===== src/rtl/core/ntc_thermistor_temperature_macros.svh =====
// Assertion macros for the NTC thermistor temperature block.
// Depends on a clock named clk and a synchronous active-low reset named rst_n.
`ifndef NTC_THERMISTOR_TEMPERATURE_MACROS_SVH
`define NTC_THERMISTOR_TEMPERATURE_MACROS_SVH
`ifndef NO_ASSERTIONS
`define NTC_ASSERT_IMP(lbl, ante, cons) \
  lbl: assert property (@(posedge clk) disable iff (!rst_n) (ante) |-> (cons)) \
    else $error("assertion failed");
`define NTC_ASSERT_NXT(lbl, ante, cons) \
  lbl: assert property (@(posedge clk) disable iff (!rst_n) (ante) |=> (cons)) \
    else $error("assertion failed");
`else
`define NTC_ASSERT_IMP(lbl, ante, cons)
`define NTC_ASSERT_NXT(lbl, ante, cons)
`endif
`endif


===== src/rtl/core/ntc_pkg.sv =====
// Constants, codes and types of the NTC thermistor temperature block.
// Used by ntc_thermistor_temperature; depends on nothing.
`default_nettype none
package ntc_pkg;
  localparam int AVG_DEPTH  = 16;
  localparam int FULL_SCALE = 4095;
  localparam int FS_TOTAL   = FULL_SCALE * AVG_DEPTH;
  localparam int SUM_W      = $clog2(FS_TOTAL + 1);
  localparam int POS_W      = $clog2(AVG_DEPTH);
  localparam int CODE_W     = 12;
  localparam int OHM_W      = 20;
  localparam int BETA_W     = 14;
  localparam int T0_W       = 16;
  localparam int TEMP_W     = 15;
  localparam int INVALID_LO = AVG_DEPTH;
  localparam int INVALID_HI = 4094 * AVG_DEPTH;
  localparam int LN2_Q30    = 744261118;
  localparam int ZERO_C_CK  = 27315;

  typedef logic [1:0] status_t;
  typedef logic signed [TEMP_W-1:0] temp_t;

  localparam status_t STATUS_OK      = 2'd0;
  localparam status_t STATUS_INVALID = 2'd1;
  localparam status_t STATUS_HOT     = 2'd2;
  localparam status_t STATUS_COLD    = 2'd3;

  localparam temp_t TEMP_MIN = -15'sd4000;
  localparam temp_t TEMP_MAX = 15'sd15000;

  localparam logic [2:0] REG_SERIES  = 3'd0;
  localparam logic [2:0] REG_NOMINAL = 3'd1;
  localparam logic [2:0] REG_BETA    = 3'd2;
  localparam logic [2:0] REG_T0      = 3'd3;
  localparam logic [2:0] REG_HOT     = 3'd4;
  localparam logic [2:0] REG_COLD    = 3'd5;
endpackage
`default_nettype wire


===== src/rtl/core/ntc_thermistor_temperature.sv =====
// NTC thermistor temperature: moving average, divider resistance and beta equation.
// Depends on ntc_pkg and ntc_thermistor_temperature_macros.svh.
//
//  channel  | signals                                          | dir
//  in       | in_valid, in_ready, in_sample_code               | in
//  out      | out_valid, out_ready, out_temp_centi, out_status, | out
//           | out_average_code                                 |
//  cfg      | cfg_valid, cfg_ready, cfg_index, cfg_data        | in
//
// A new sample is taken only in the idle state. When the beta equation is
// evaluated, an item runs two 24-step logarithms on the shared 32x32 multiplier
// and the 21-step divider; invalid or clamped readings skip the divider.
// Reset is synchronous; it clears ring, sum and out_valid and loads cfg defaults.
// The result waits in an output register; a stalled output holds the sequencer.
`default_nettype none
`include "ntc_thermistor_temperature_macros.svh"
module ntc_thermistor_temperature (
  input  wire                          clk,
  input  wire                          rst_n,
  input  wire                          in_valid,
  output logic                         in_ready,
  input  wire  [ntc_pkg::CODE_W-1:0]   in_sample_code,
  output logic                         out_valid,
  input  wire                          out_ready,
  output ntc_pkg::temp_t               out_temp_centi,
  output ntc_pkg::status_t             out_status,
  output logic [ntc_pkg::CODE_W-1:0]   out_average_code,
  input  wire                          cfg_valid,
  output logic                         cfg_ready,
  input  wire  [2:0]                   cfg_index,
  input  wire  [ntc_pkg::OHM_W-1:0]    cfg_data
);
  localparam int X_W   = 36;
  localparam int DIV_W = 69;
  localparam int DD_W  = 48;

  localparam logic [4:0] S_IDLE  = 5'd0;
  localparam logic [4:0] S_CHK   = 5'd1;
  localparam logic [4:0] S_MNUM  = 5'd2;
  localparam logic [4:0] S_MHOT  = 5'd3;
  localparam logic [4:0] S_MCOLD = 5'd4;
  localparam logic [4:0] S_MNOM  = 5'd5;
  localparam logic [4:0] S_LOGST = 5'd6;
  localparam logic [4:0] S_NORM  = 5'd7;
  localparam logic [4:0] S_NORMD = 5'd8;
  localparam logic [4:0] S_SQ0   = 5'd9;
  localparam logic [4:0] S_SQ    = 5'd10;
  localparam logic [4:0] S_LN2   = 5'd11;
  localparam logic [4:0] S_LQ    = 5'd12;
  localparam logic [4:0] S_DD    = 5'd13;
  localparam logic [4:0] S_N     = 5'd14;
  localparam logic [4:0] S_DIV   = 5'd15;
  localparam logic [4:0] S_TEMP  = 5'd16;
  localparam logic [4:0] S_FIN   = 5'd17;

  logic [4:0]                        state_r, state_nxt;
  logic [ntc_pkg::CODE_W-1:0]        ring_r [ntc_pkg::AVG_DEPTH];
  logic [ntc_pkg::POS_W-1:0]         wp_r;
  logic [ntc_pkg::SUM_W-1:0]         sum_r, sum_nxt;
  logic [ntc_pkg::OHM_W-1:0]         series_r, nominal_r, hot_r, cold_r;
  logic [ntc_pkg::BETA_W-1:0]        beta_r;
  logic [ntc_pkg::T0_W-1:0]          t0_r;
  logic                              out_valid_r;
  ntc_pkg::temp_t                    out_temp_r;
  ntc_pkg::status_t                  out_status_r;
  logic [ntc_pkg::CODE_W-1:0]        out_avg_r;

  logic [ntc_pkg::SUM_W-1:0]         d_r, d_nxt;
  logic [X_W-1:0]                    num_r, num_nxt, den_r, den_nxt, x_r, x_nxt;
  logic [5:0]                        sh_r, sh_nxt;
  logic [2:0]                        step_r, step_nxt;
  logic [30:0]                       m_r, m_nxt;
  logic [5:0]                        exp_r, exp_nxt;
  logic [23:0]                       frac_r, frac_nxt;
  logic [4:0]                        bit_r, bit_nxt;
  logic                              sel_r, sel_nxt;
  logic [29:0]                       lognum_r, lognum_nxt;
  logic [29:0]                       dmag_r, dmag_nxt;
  logic                              dneg_r, dneg_nxt;
  logic signed [DD_W-1:0]            dd_r, dd_nxt;
  logic [DIV_W-1:0]                  rem_r, rem_nxt, div_r, div_nxt;
  logic [20:0]                       q_r, q_nxt;
  ntc_pkg::temp_t                    res_temp_r, res_temp_nxt;
  ntc_pkg::status_t                  res_status_r, res_status_nxt;

  logic [31:0]                       mul_a, mul_b;
  logic [63:0]                       prod_r;

  logic [20:0]                       b100;
  logic [5:0]                        sh_amt;
  logic [31:0]                       sq_t;
  logic [30:0]                       sq_m;
  logic                              sq_bit;
  logic [29:0]                       log_val;
  logic signed [30:0]                log_diff;
  logic [DIV_W-1:0]                  nprime;
  logic signed [22:0]                t_ck;
  logic                              accept, load_out;

  assign accept    = in_valid && in_ready;
  assign in_ready  = (state_r == S_IDLE);
  assign cfg_ready = 1'b1;
  assign load_out  = (state_r == S_FIN) && (!out_valid_r || out_ready);
  assign b100      = {1'b0, beta_r, 6'b0} + {2'b0, beta_r, 5'b0} + {5'b0, beta_r, 2'b0};
  assign sh_amt    = 6'd32 >> step_r;
  assign sq_t      = prod_r[61:30];
  assign sq_m      = sq_t[31] ? sq_t[31:1] : sq_t[30:0];
  assign sq_bit    = sq_t[31];
  assign log_val   = {exp_r, frac_nxt};
  assign log_diff  = signed'({1'b0, lognum_r}) - signed'({1'b0, log_val});
  assign nprime    = DIV_W'({prod_r[36:0], 24'b0}) + DIV_W'(dd_r >>> 1);
  assign t_ck      = signed'({2'b0, q_r}) - 23'sd27315;

  always_comb begin
    state_nxt      = state_r;
    sum_nxt        = sum_r;
    d_nxt          = d_r;
    num_nxt        = num_r;
    den_nxt        = den_r;
    x_nxt          = x_r;
    sh_nxt         = sh_r;
    step_nxt       = step_r;
    m_nxt          = m_r;
    exp_nxt        = exp_r;
    frac_nxt       = frac_r;
    bit_nxt        = bit_r;
    sel_nxt        = sel_r;
    lognum_nxt     = lognum_r;
    dmag_nxt       = dmag_r;
    dneg_nxt       = dneg_r;
    dd_nxt         = dd_r;
    rem_nxt        = rem_r;
    div_nxt        = div_r;
    q_nxt          = q_r;
    res_temp_nxt   = res_temp_r;
    res_status_nxt = res_status_r;
    mul_a          = '0;
    mul_b          = '0;
    if (state_r == S_SQ) begin
      frac_nxt = frac_r | (24'(sq_bit) << bit_r);
    end
    unique case (state_r)
      S_IDLE: begin
        if (accept) begin
          sum_nxt   = sum_r - ntc_pkg::SUM_W'(ring_r[wp_r])
                      + ntc_pkg::SUM_W'(in_sample_code);
          state_nxt = S_CHK;
        end
      end
      S_CHK: begin
        d_nxt = ntc_pkg::SUM_W'(ntc_pkg::FS_TOTAL) - sum_r;
        if (sum_r <= ntc_pkg::SUM_W'(ntc_pkg::INVALID_LO)
            || 32'(sum_r) >= 32'(ntc_pkg::INVALID_HI)
            || 32'(sum_r) >= 32'(ntc_pkg::FS_TOTAL)) begin
          res_status_nxt = ntc_pkg::STATUS_INVALID;
          res_temp_nxt   = '0;
          state_nxt      = S_FIN;
        end else begin
          state_nxt = S_MNUM;
        end
      end
      S_MNUM: begin
        mul_a     = 32'(series_r);
        mul_b     = 32'(sum_r);
        state_nxt = S_MHOT;
      end
      S_MHOT: begin
        num_nxt   = prod_r[X_W-1:0];
        mul_a     = 32'(hot_r);
        mul_b     = 32'(d_r);
        state_nxt = S_MCOLD;
      end
      S_MCOLD: begin
        if (num_r <= prod_r[X_W-1:0]) begin
          res_status_nxt = ntc_pkg::STATUS_HOT;
          res_temp_nxt   = ntc_pkg::TEMP_MAX;
          state_nxt      = S_FIN;
        end else begin
          mul_a     = 32'(cold_r);
          mul_b     = 32'(d_r);
          state_nxt = S_MNOM;
        end
      end
      S_MNOM: begin
        if (num_r >= prod_r[X_W-1:0]) begin
          res_status_nxt = ntc_pkg::STATUS_COLD;
          res_temp_nxt   = ntc_pkg::TEMP_MIN;
          state_nxt      = S_FIN;
        end else if (nominal_r == '0) begin
          res_status_nxt = ntc_pkg::STATUS_OK;
          res_temp_nxt   = ntc_pkg::TEMP_MIN;
          state_nxt      = S_FIN;
        end else begin
          mul_a     = 32'(nominal_r);
          mul_b     = 32'(d_r);
          state_nxt = S_LOGST;
        end
      end
      S_LOGST: begin
        den_nxt   = prod_r[X_W-1:0];
        x_nxt     = num_r;
        sel_nxt   = 1'b0;
        sh_nxt    = '0;
        step_nxt  = '0;
        state_nxt = S_NORM;
      end
      S_NORM: begin
        if ((x_r >> (6'(X_W) - sh_amt)) == '0) begin
          x_nxt  = x_r << sh_amt;
          sh_nxt = sh_r + sh_amt;
        end
        step_nxt = step_r + 3'd1;
        if (step_r == 3'd5) begin
          state_nxt = S_NORMD;
        end
      end
      S_NORMD: begin
        m_nxt     = x_r[X_W-1:X_W-31];
        exp_nxt   = 6'(X_W - 1) - sh_r;
        frac_nxt  = '0;
        bit_nxt   = 5'd23;
        state_nxt = S_SQ0;
      end
      S_SQ0: begin
        mul_a     = 32'(m_r);
        mul_b     = 32'(m_r);
        state_nxt = S_SQ;
      end
      S_SQ: begin
        m_nxt = sq_m;
        if (bit_r == '0) begin
          if (!sel_r) begin
            lognum_nxt = log_val;
            x_nxt      = den_r;
            sel_nxt    = 1'b1;
            sh_nxt     = '0;
            step_nxt   = '0;
            state_nxt  = S_NORM;
          end else begin
            dneg_nxt  = log_diff[30];
            dmag_nxt  = log_diff[30] ? 30'(-log_diff) : log_diff[29:0];
            state_nxt = S_LN2;
          end
        end else begin
          bit_nxt = bit_r - 5'd1;
          mul_a   = 32'(sq_m);
          mul_b   = 32'(sq_m);
        end
      end
      S_LN2: begin
        mul_a     = 32'(dmag_r);
        mul_b     = 32'(ntc_pkg::LN2_Q30);
        state_nxt = S_LQ;
      end
      S_LQ: begin
        mul_a     = 32'(t0_r);
        mul_b     = 32'(prod_r[59:30]);
        state_nxt = S_DD;
      end
      S_DD: begin
        if (dneg_r) begin
          dd_nxt = signed'(DD_W'({b100, 24'b0})) - signed'(DD_W'(prod_r[45:0]));
        end else begin
          dd_nxt = signed'(DD_W'({b100, 24'b0})) + signed'(DD_W'(prod_r[45:0]));
        end
        mul_a     = 32'(b100);
        mul_b     = 32'(t0_r);
        state_nxt = S_N;
      end
      S_N: begin
        res_status_nxt = ntc_pkg::STATUS_OK;
        if (dd_r[DD_W-1] || dd_r == '0) begin
          res_temp_nxt = ntc_pkg::TEMP_MAX;
          state_nxt    = S_FIN;
        end else if (nprime >= (DIV_W'(dd_r) << 21)) begin
          res_temp_nxt = ntc_pkg::TEMP_MAX;
          state_nxt    = S_FIN;
        end else begin
          rem_nxt   = nprime;
          div_nxt   = DIV_W'(dd_r) << 20;
          q_nxt     = '0;
          bit_nxt   = 5'd20;
          state_nxt = S_DIV;
        end
      end
      S_DIV: begin
        if (rem_r >= div_r) begin
          rem_nxt = rem_r - div_r;
          q_nxt   = {q_r[19:0], 1'b1};
        end else begin
          q_nxt = {q_r[19:0], 1'b0};
        end
        div_nxt = div_r >> 1;
        if (bit_r == '0) begin
          state_nxt = S_TEMP;
        end else begin
          bit_nxt = bit_r - 5'd1;
        end
      end
      S_TEMP: begin
        priority if (t_ck < 23'(signed'(ntc_pkg::TEMP_MIN))) begin
          res_temp_nxt = ntc_pkg::TEMP_MIN;
        end else if (t_ck > 23'(signed'(ntc_pkg::TEMP_MAX))) begin
          res_temp_nxt = ntc_pkg::TEMP_MAX;
        end else begin
          res_temp_nxt = t_ck[ntc_pkg::TEMP_W-1:0];
        end
        state_nxt = S_FIN;
      end
      S_FIN: begin
        if (load_out) begin
          state_nxt = S_IDLE;
        end
      end
      default: begin
        state_nxt = S_IDLE;
      end
    endcase
  end

  always_ff @(posedge clk) begin
    if (!rst_n) begin
      state_r     <= S_IDLE;
      wp_r        <= '0;
      sum_r       <= '0;
      out_valid_r <= 1'b0;
      series_r    <= ntc_pkg::OHM_W'(10000);
      nominal_r   <= ntc_pkg::OHM_W'(10000);
      beta_r      <= ntc_pkg::BETA_W'(3950);
      t0_r        <= ntc_pkg::T0_W'(29815);
      hot_r       <= ntc_pkg::OHM_W'(200);
      cold_r      <= ntc_pkg::OHM_W'(50000);
      for (int i = 0; i < ntc_pkg::AVG_DEPTH; i++) begin
        ring_r[i] <= '0;
      end
    end else begin
      state_r <= state_nxt;
      sum_r   <= sum_nxt;
      if (accept) begin
        ring_r[wp_r] <= in_sample_code;
        wp_r <= (wp_r == ntc_pkg::POS_W'(ntc_pkg::AVG_DEPTH - 1)) ? '0 : wp_r + 1'b1;
      end
      if (load_out) begin
        out_valid_r <= 1'b1;
      end else if (out_ready) begin
        out_valid_r <= 1'b0;
      end
      if (cfg_valid && cfg_ready) begin
        unique case (cfg_index)
          ntc_pkg::REG_SERIES:  series_r  <= cfg_data;
          ntc_pkg::REG_NOMINAL: nominal_r <= cfg_data;
          ntc_pkg::REG_BETA:    beta_r    <= cfg_data[ntc_pkg::BETA_W-1:0];
          ntc_pkg::REG_T0:      t0_r      <= cfg_data[ntc_pkg::T0_W-1:0];
          ntc_pkg::REG_HOT:     hot_r     <= cfg_data;
          ntc_pkg::REG_COLD:    cold_r    <= cfg_data;
          default: ;
        endcase
      end
    end
  end

  always_ff @(posedge clk) begin
    prod_r       <= mul_a * mul_b;
    d_r          <= d_nxt;
    num_r        <= num_nxt;
    den_r        <= den_nxt;
    x_r          <= x_nxt;
    sh_r         <= sh_nxt;
    step_r       <= step_nxt;
    m_r          <= m_nxt;
    exp_r        <= exp_nxt;
    frac_r       <= frac_nxt;
    bit_r        <= bit_nxt;
    sel_r        <= sel_nxt;
    lognum_r     <= lognum_nxt;
    dmag_r       <= dmag_nxt;
    dneg_r       <= dneg_nxt;
    dd_r         <= dd_nxt;
    rem_r        <= rem_nxt;
    div_r        <= div_nxt;
    q_r          <= q_nxt;
    res_temp_r   <= res_temp_nxt;
    res_status_r <= res_status_nxt;
    if (load_out) begin
      out_temp_r   <= res_temp_r;
      out_status_r <= res_status_r;
      out_avg_r    <= ntc_pkg::CODE_W'(sum_r / ntc_pkg::AVG_DEPTH);
    end
  end

  assign out_valid        = out_valid_r;
  assign out_temp_centi   = out_temp_r;
  assign out_status       = out_status_r;
  assign out_average_code = out_avg_r;

  `NTC_ASSERT_NXT(a_busy_after_item, in_valid && in_ready, !in_ready)
  `NTC_ASSERT_IMP(a_hot_clamp, out_valid && out_status == ntc_pkg::STATUS_HOT,
                  out_temp_centi == ntc_pkg::TEMP_MAX)
  `NTC_ASSERT_IMP(a_cold_clamp, out_valid && out_status == ntc_pkg::STATUS_COLD,
                  out_temp_centi == ntc_pkg::TEMP_MIN)
  `NTC_ASSERT_IMP(a_invalid_zero, out_valid && out_status == ntc_pkg::STATUS_INVALID,
                  out_temp_centi == '0)
endmodule
`default_nettype wire

===== config.mk =====
export PLATFORM = sky130hd
export DESIGN_NAME = ntc_thermistor_temperature
export DESIGN_NICKNAME = d
export VERILOG_FILES = /design/src/rtl/core/ntc_pkg.sv /design/src/rtl/core/ntc_thermistor_temperature.sv
export VERILOG_INCLUDE_DIRS = /design/src /design/src/rtl/core
export SDC_FILE = /design/constraint.sdc
export NUM_CORES = 2
export LEC_CHECK = 0
export BUFFER_PORTS_ARGS = -buffer_cell sky130_fd_sc_hd__buf_4
export CAP_MARGIN = 25
export CORE_ASPECT_RATIO = 0.75
export CORE_MARGIN = 1
export CORE_UTILIZATION = 30
export DETAILED_ROUTE_END_ITERATION = 7
export PLACE_DENSITY_LB_ADDON = 0.2
export SLEW_MARGIN = 30
export SYNTH_ARGS = -nofsm -noshare
export SYNTH_HDL_FRONTEND = slang
export SYNTH_SLANG_ARGS = --single-unit

===== constraint.sdc =====
create_clock -name clk -period 11.3 [get_ports clk]
set_input_delay 1.13 -clock clk [delete_from_list [all_inputs] [get_ports clk]]
set_output_delay 1.13 -clock clk [all_outputs]
set_load 0.01 [all_outputs]

==> flow_summary.toml <==
[critical_path]
critPathMaxStageDelay_ns = 0.60
crit_path_end_kind = "flop"
critPathKind = "flop to flop"
start_kind = "flop"
cpMostUsedCell = "a21o_1"
crit_arrival_ns = 11.79
crit_required_ns = 11.98
crit_fanout = 7
cp_slowest_cell = "fa_2"

[clock_tree]
cts_tree = "yes"
clock_path_buffers = 3
clock-sinks = 908
numCtsBuffers = 97
cts_max_level = 3
cts_root_buf = "clkbuf_16"
clk_pin_slew_ns = 0.06
clock_latency_ns = 0.77
postCtsHoldBufs = 0

[synthesis]
ys_seq_area_share_pct = 29.9
synth-edff-count = 682
syn-num-nets = 10400
syn_inst = 8899
synthFlopType = "edfxtp_1"
synth_largest_area_cell = "edfxtp_1"
synth_top_area_share_pct = 24.5
synth.distinct_cells = 84
synthesis.area_um2 = 83700
yosys_warnings = 0
async_reset_ff_share_pct = 0
ys_top_cells_by_area = "edfxtp_1, fa_1, ha_1, inv_1, dfxtp_1"
syn_avg_cell_area_um2 = 9.40
synth-seq-cells = 908

[global_routing]
grt_pass1_vias = 67100
grt_max_degree = 210
grt_pass1_wl_um = 464000
grt.total_usage_pct = 22.4
antenna_found_initial = 37
overflow = 0

[layout]
fillers = 28400
fin_nets = 10700
layout_commonest_cell = "inv_1"
drive_gt1_share_pct = 12.5
syn_to_final_growth_pct = 16.3
final_cell_mix = "inv_1, nand2_1, fa_1"

[route]
wirelength_um = 320000
drt_first_pass_iters = 8
vias = 67800
drt_iter0_drc = 6929
remaining_drc_errors = 0
viasPerCell = 5.19
ant_nets = 0
avgRoutedWirePerCell_um = 24.5

[pwr]
switching_share_pct = 35.9
combPwrFrac_pct = 33.7
p_switching_mw = 4.06
p_per_area_nw_per_um2 = 116
vdd_drop_max_v = 0.000130
finalPower_mw = 11.3
p_leak_nw = 42.6
seq_power_share_pct = 36.3
internal-power_mw = 7.26
power.share.clock_pct = 30.0

[timing]
setup_slack_ns = 0.188
tightest_slew_ns = 1.05
period_needed_ns = 11.11
fin_skew_ns = 0.0658
setup_viol = 0
slew_headroom_pct = 29.4
drv_slew = 0
tns_ns = 0
min_period_over_period_pct = 98.3
fmax_mhz = 90.0
finalHoldViolCount = 0

[outcome]
run_status = "finished clean"

[floorplan]
die_h_um = 459
core_um2 = 277000
die_area_um2 = 281000
floorplan.initialDensity_pct = 30.2
die_w_um = 612
boundaryPins = 72
row_count = 167

[worst_hold_path]
hold_path_class = "flop to flop"

[place]
dpl.hpwl_um = 253000
dp_slack_ns = -0.583
io_buffers = 70
gp_congestion = 0.951

[job]
drv_cap = 0
## path summary, 6_finish.rpt
path | from | end | slack, ns | cells past startpoint
setup reg to reg | num_r[21]$_DFFE_PN_ | prod_r[58]$_DFF_P_ | 0.19 | 41
hold reg to reg | res_temp_r[0]$_DFFE_PP_ | out_temp_centi[0]$_DFFE_PP_ | 0.42 | 0
hold / removal | res_temp_r[0]$_DFFE_PP_ | out_temp_centi[0]$_DFFE_PP_ | 0.42 | 0
setup / recovery | num_r[21]$_DFFE_PN_ | prod_r[58]$_DFF_P_ | 0.19 | 41
## routing by layer
layer,GRT usage (%),vias to the layer above,share of wire [%]
met1,34.4,34500,48
met5,0,-,0.023
li1,-,30500,-
met2,31.4,2505,40
met4,5.85,12,2.7
met3,4.39,374,8.6
## cells by family after synthesis
group	count (synthesis)	share of synthesized area, %
muxes	204	3.45
buffers and inverters	1777	8.08
AOI/OAI and AO/OA	1601	12.2
xor gates and xnor gates	312	3.27
other	1	0.00448
and+or+nand+nor	2656	13.8
adders and majority gates	1440	29.3
DFF	908	29.9
## cell type report
cell class,instances,area [µm²],area share (%)
tap,3718,4650,4.78
antenna,20,50.0,0.0514
clock inverter,59,658,0.676
sequential,908,25000,25.7
timing repair buffer,706,6380,6.56
inverter,1317,4940,5.08
multi-input combinational,6214,53000,54.4
clock buffer,124,2640,2.71
## through the flow
stage          utilization, %  instances  hold slack, ns  cell area, µm²
4_1_cts                  34.8      13000           0.421           96200
3_3_place_gp             33.5      12800           0.404           92700
5_1_grt                  35.2      13100           0.423           97300
2_1_floorplan               -       8899           0.400           83700
3_5_place_dp             33.5      12800           0.406           92800
6_report                 35.2      13100           0.419           97300
## flip-flops by register name, summed over array words and instances (netlist names), 20 cells and up, named ones only
signal and count:
prod_r 62, series_r 20, num_r 36, hot_r 20
cold_r 20, q_r 21, x_r 36, m_r 31
lognum_r 30, den_r 36, ring_r 192, frac_r 24
div_r 69, rem_r 69, dmag_r 30, nominal_r 20
dd_r 48
## timing repair
action | CTS | global route
endpoints found under the setup margin | 14 | 19
setup buffers | 2 | 28
pin swaps | 7 | 95
gates cloned | 0 | 6
gates resized for setup | 21 | 140
## synthesized netlist by cell type, types with 49 or more instances
master / n
ha_1: 575
clkbuf_1: 380
inv_1: 1304
fa_1: 865
nor3_1: 226
a21oi_1: 454
nor2_1: 750
xor2_1: 101
nand2_1: 1121
xnor2_1: 211
a22oi_1: 54
nor4_1: 80
and2_1: 58
o21ai_0: 435
nand2b_1: 63
nand3_1: 126
o21bai_1: 49
a21o_1: 189
edfxtp_1: 682
dfxtp_1: 226
mux2i_1: 123
nand4_1: 60
mux4_2: 66
## critical path: cells and delay by family, from the launching register on
family | cells | cell delay (ns)
AO/OA/AOI/OAI | 19 | 4.63
adder cells (fa/ha/maj) | 10 | 4.40
buffers and inverters | 8 | 0.81
AND/OR/NAND/NOR | 3 | 0.61
flip-flops | 1 | 0.43
XOR/XNOR | 1 | 0.13
## power groups by stage
stage / Combinational, mW / Clock [mW] / Sequential, mW
detailed placement: 3.61 / 0 / 4.17
finish: 3.81 / 3.39 / 4.11
CTS: 3.64 / 3.47 / 4.10
global route: 4.09 / 3.59 / 4.12
floorplan: 2.08 / 0 / 4.04
global placement: 3.60 / 0 / 4.17
(Power assumes the default switching activity.)
